<file path="src/sv/rrq_pkg.sv">
`timescale 1ns / 1ps
// ----------------------------------------------------------------------------
// rrq_pkg
// Shared types, codes and defaults for the record ring queue.
// ----------------------------------------------------------------------------
package rrq_pkg;

    localparam int SLOTS_DEF      = 16;
    localparam int SLOT_BYTES_DEF = 64;

    localparam int REQ_W  = 2;
    localparam int BYTE_W = 8;
    localparam int LEN_W  = 7;
    localparam int CNT_W  = 5;
    localparam int ST_W   = 2;

    localparam logic [CNT_W-1:0] ACTIVE_RESET = 5'd16;
    localparam logic [CNT_W-1:0] HELD_MAX     = 5'd31;

    // request codes
    localparam logic [REQ_W-1:0] REQ_PUSH = 2'd0;
    localparam logic [REQ_W-1:0] REQ_PAIR = 2'd1;
    localparam logic [REQ_W-1:0] REQ_POP  = 2'd2;

    // status codes
    localparam logic [ST_W-1:0] ST_OK     = 2'd0;
    localparam logic [ST_W-1:0] ST_UNINIT = 2'd1;
    localparam logic [ST_W-1:0] ST_FULL   = 2'd2;
    localparam logic [ST_W-1:0] ST_EMPTY  = 2'd3;

    typedef enum logic [1:0] {
        PH_IDLE,
        PH_SINGLE,
        PH_FIRST,
        PH_SECOND
    } phase_t;

    typedef enum logic [1:0] {
        S_IDLE,
        S_POP_LEN,
        S_POP_READ,
        S_POP_EMIT
    } state_t;

    typedef struct packed {
        logic [REQ_W-1:0]  req_type;
        logic [BYTE_W-1:0] data_byte;
        logic              has_byte;
        logic              byte_last;
        logic              pair_second;
        logic [LEN_W-1:0]  dest_len;
    } in_item_t;

    typedef struct packed {
        logic [ST_W-1:0]   status;
        logic [BYTE_W-1:0] out_byte;
        logic              out_byte_valid;
        logic              out_last;
        logic [CNT_W-1:0]  entry_count;
        logic [LEN_W-1:0]  copy_size;
    } out_item_t;

    typedef struct packed {
        logic push_step;
        logic pop_reject;
        logic pop_start;
        logic cs_load;
        logic pop_emit_none;
        logic pop_emit_byte;
    } cmd_t;

    typedef struct packed {
        logic out_free;
        logic req_push;
        logic req_pop;
        logic pop_reject;
        logic cs_zero;
        logic rd_last;
    } sts_t;

endpackage

</file>
<file path="src/sv/rrq_ctrl.sv">
`timescale 1ns / 1ps
// ----------------------------------------------------------------------------
// rrq_ctrl
// Sequencer: takes request beats and walks a pop through length fetch and
// byte streaming.
// ----------------------------------------------------------------------------
module rrq_ctrl (
    input  logic          clk,
    input  logic          rst_n,
    input  logic          in_valid,
    output logic          in_ready,
    input  rrq_pkg::sts_t sts,
    output rrq_pkg::cmd_t cmd
);
    import rrq_pkg::*;

    state_t state_reg;
    state_t state_next;
    logic   accept;

    assign in_ready = (state_reg == S_IDLE) && sts.out_free;
    assign accept   = in_valid && in_ready;

    always_comb
    begin
        state_next = state_reg;
        unique case (state_reg)
            S_IDLE:
            begin
                if (accept && sts.req_pop && !sts.pop_reject)
                begin
                    state_next = S_POP_LEN;
                end
            end
            S_POP_LEN:
            begin
                if (!sts.cs_zero)
                begin
                    state_next = S_POP_READ;
                end
                else if (sts.out_free)
                begin
                    state_next = S_IDLE;
                end
            end
            S_POP_READ:
            begin
                state_next = S_POP_EMIT;
            end
            S_POP_EMIT:
            begin
                if (sts.out_free)
                begin
                    state_next = sts.rd_last ? S_IDLE : S_POP_READ;
                end
            end
            default:
            begin
                state_next = S_IDLE;
            end
        endcase
    end

    always_comb
    begin
        cmd = '0;
        unique case (state_reg)
            S_IDLE:
            begin
                if (accept)
                begin
                    cmd.push_step  = sts.req_push;
                    cmd.pop_reject = sts.req_pop && sts.pop_reject;
                    cmd.pop_start  = sts.req_pop && !sts.pop_reject;
                end
            end
            S_POP_LEN:
            begin
                cmd.cs_load       = 1'b1;
                cmd.pop_emit_none = sts.cs_zero && sts.out_free;
            end
            S_POP_READ:
            begin
                cmd = '0;
            end
            S_POP_EMIT:
            begin
                cmd.pop_emit_byte = sts.out_free;
            end
            default:
            begin
                cmd = '0;
            end
        endcase
    end

    always_ff @(posedge clk or negedge rst_n)
    begin
        if (!rst_n)
        begin
            state_reg <= S_IDLE;
        end
        else
        begin
            state_reg <= state_next;
        end
    end

endmodule

</file>
<file path="config.mk">
export PLATFORM = sky130hd
export DESIGN_NAME = rrq_ctrl
export DESIGN_NICKNAME = d
export VERILOG_FILES = /design/src/sv/rrq_pkg.sv /design/src/sv/rrq_ctrl.sv
export SDC_FILE = /design/constraint.sdc
export NUM_CORES = 1
export LEC_CHECK = 0
export ABC_CLOCK_PERIOD_IN_PS = 950
export BUFFER_PORTS_ARGS = -buffer_cell sky130_fd_sc_hd__buf_2
export CAP_MARGIN = 10
export CORE_AREA = 2 2 39 41
export CTS_CLUSTER_DIAMETER = 60
export DETAILED_ROUTE_END_ITERATION = 12
export DIE_AREA = 0 0 41 43
export PLACE_DENSITY_LB_ADDON = 0.08
export SYNTH_ARGS = -nofsm -noshare
export SYNTH_HDL_FRONTEND = slang
export SYNTH_SLANG_ARGS = --single-unit
export TNS_END_PERCENT = 5
</file>
<file path="constraint.sdc">
create_clock -name clk -period 0.95 [get_ports clk]
set_input_delay 0.19 -clock clk [delete_from_list [all_inputs] [get_ports clk]]
set_output_delay 0.19 -clock clk [all_outputs]
set_load 0.02 [all_outputs]
</file>
==> flow_summary_export.csv <==
group,metric,value,unit
logic_synthesis,yosys.cell_types.count,11,
cts,cts_num_sinks,2,
logic_synthesis,ys.flop_type,"dfrtp_1",
cts,insertion_delay,0.22,ns
global_routing,antenna_found_initial,0,
critical_path,r2r-start,"state_reg[0]$_DFFE_PN0P_",
sta,rsz0062_at_grt,"yes",
worst_hold_path,hold_class,"in2reg",
logic_synthesis,synth-seq-cells,2,
logic_synthesis,synth.top_cell.area_share,0.360,
routing,first_iter_violations,2,
logic_synthesis,synth_edf_count,0,
run_status,violations,"setup timing",
die,row_count,14,
global_routing,grt_pass1_wl,759,um
global_routing,grt_pass1_vias,217,
critical_path,cp_max_fo,4,
die,die_h,43,um
critical_path,cp_cell_sequence,"nor3b_4, and4b_2, buf_6",
critical_path,r2r_end,"state_reg[0]$_DFFE_PN0P_",
run,drv_cap,0,
critical_path,worst_setup_path_start_kind,"flop",
sta,slew_headroom,0.868,
routing,antenna_left,0,
power_and_ir_drop,fin_total_pwr,0.796,mW
critical_path,arrival,1.26,ns
placement,gp_congestion,0.600,
die,start_util,0.100,
critical_path,reg2reg_slack,-0.28,ns
logic_synthesis,synthCells,14,
power_and_ir_drop,vdd_ir_drop_max,0.000432,V
routing,drcViolationCount,0,
sta,fin_crit,1.45,ns
cts,cts_buffers,3,
logic_synthesis,yosysSeqAreaShare,0.360,
logic_synthesis,synth.area.top_cells,"dfrtp_1 36%, and3_1 9.0%, nor3b_2 9.0%, a21oi_1 7.2%, and4b_1 7.2%",
global_routing,grt_max_degree,6,
critical_path,end_kind,"primary output",
sta,max_clock_freq,690,MHz
placement,post-place-cells,48,
cts,cts.htree.levels,1,
power_and_ir_drop,power_leakage,0.189,nW
final_layout,fin_util,0.251,
die,io_pins,16,
critical_path,slowest_stage,"dfrtp_1",
cts,cts_root_buffer,"clkbuf_4",
worst_hold_path,hold_end,"state_reg[1]$_DFFE_PN0P_",
routing,drt_first_pass_iters,2,
global_routing,grt_util_all_layers,0.0673,
logic_synthesis,syn_avg_cell_area,9.92,um2
final_layout,largest_register_ffs,2,
placement,port_buffers,15,
final_layout,area_growth,150,%
power_and_ir_drop,power.density,2290,nW/um2
routing,avgRoutedWirePerCell,9.09,um
worst_hold_path,min_from,"sts[0]",
worst_hold_path,whs_path_depth,2,
final_layout,drive_gt1_frac,0.789,
logic_synthesis,synth.top_cells.by_count,"2 x a21oi_1, 2 x and3_1, 2 x dfrtp_1",
routing,vias_per_cell,3.89,
sta,setup_slack,-0.499,ns
run_status,status,"finished, violations left",
logic_synthesis,synth_fp_nets,23,
sta,timing.final.hold_violations,0,
sta,setup_viol,9,
sta,slew_violations,0,
critical_path,cpPeakStageDelay,0.39,ns
global_routing,gr-total-overflow,0,
critical_path,worstRegToRegCells,4,
die,core_area,1380,um2
placement,place_ws,-0.316,ns
routing,wirelength,491,um
die,die-area,1760,um2
final_layout,diodes,0,
cts,path_clk_slew,0.03,ns
sta,fin_crit_sh,1.53,
logic_synthesis,synth_largest_area_cell,"dfrtp_1",
placement,dp_hpwl,370,um
die,die_w,41,um
critical_path,criticalPathCategory,"reg2out",
final_layout,nets,49,
logic_synthesis,synth_area,139,um2
final_layout,layoutNonFillerInstCount,54,
logic_synthesis,ys_warn_count,0,
logic_synthesis,synthArstFlopShare,1.00,
sta,worst_pin_slew,0.198,ns
critical_path,crit_required,0.76,ns
routing,vias,210,
cts,clock_path_buffers,2,
cts,tritoncts,"built",
sta,skew,0.00293,ns
## worst max-delay path by stage
| stage | from | slack, ns | to |
|---|---|---|---|
| 2_1_floorplan | state_reg[1]$_DFFE_PN0P_ | -0.40 | state_reg[0]$_DFFE_PN0P_ |
| 3_3_place_gp | state_reg[1]$_DFFE_PN0P_ | -0.31 | cmd[3] |
| 3_5_place_dp | state_reg[1]$_DFFE_PN0P_ | -0.32 | cmd[3] |
| 4_1_cts | state_reg[0]$_DFFE_PN0P_ | -0.52 | cmd[3] |
| 5_1_grt | state_reg[0]$_DFFE_PN0P_ | -0.58 | cmd[3] |
| 6_report | state_reg[0]$_DFFE_PN0P_ | -0.50 | cmd[3] |
## routing by layer
| layer | wire length [um] | vias up | share of wire | global-route usage |
|---|---|---|---|---|
| met5 | 0 | - | 0 | 0 |
| met2 | 238 | 13 | 0.48 | 0.0938 |
| li1 | - | 104 | - | - |
| met3 | 58 | 0 | 0.12 | 0.0366 |
| met1 | 193 | 93 | 0.39 | 0.0675 |
| met4 | 0 | 0 | 0 | 0.0600 |
## worst max-delay path, delay by kind of cell, from the launching register on
family	cells	cell delay [ns]
simple gates	2	0.53
flops	1	0.39
buf+inv	1	0.12
## cell families (layout without fill, tap and decap cells)
| kind of cell | count (synthesis) | after routing | synth area share |
|---|---|---|---|
| compound gates | 4 | 4 | 0.198 |
| buf+inv | 1 | 25 | 0.0270 |
| flops | 2 | 2 | 0.360 |
| simple gates | 7 | 7 | 0.414 |
## cell type report
cell class                      instances  area, um2
Clock buffer                            3       22.5
Fill cell                             153       1040
Sequential cell                         2       50.0
Inverter                                1       3.75
Timing Repair Buffer                   21        146
Multi-Input combinational cell         11        105
Tap cell                               16       20.0
## through the flow
step	hold WS (ns)	setup TNS (ns)	instance area [um2]
floorplan	-0.106	-1.82	146
global placement	-0.0251	-1.67	264
detailed placement	-0.0246	-1.67	264
CTS	0.133	-3.45	345
global route	0.127	-3.91	348
finish	0.145	-3.29	348
## where the power goes
group / total [mW] / switching, mW / internal (mW) / leakage [nW]
Combinational: 0.442 / 0.202 / 0.240 / 0.154
Sequential: 0.168 / 0.0402 / 0.128 / 0.0218
Clock: 0.186 / 0.0463 / 0.139 / 0.0138
Total: 0.796 / 0.289 / 0.507 / 0.189
## what timing repair did
item	CTS	global route
hold buffers	1	0
setup endpoints to repair	9	9
pin swaps	3	2
buffers inserted	2	0
endpoints found under the hold margin	2	0
resized for setup	10	1
## cells in the final DEF (no fill, tap or decap), drive strengths merged
cell / count
nor2b: 1
nor3b: 1
a2bb2oi: 1
and4: 1
clkbuf: 3
and4b: 1
inv: 1
buf: 20
and3: 3
a21oi: 2
a21o: 1
dlygate4sd3: 1
dfrtp: 2
Power figures use the tool's default switching activity.
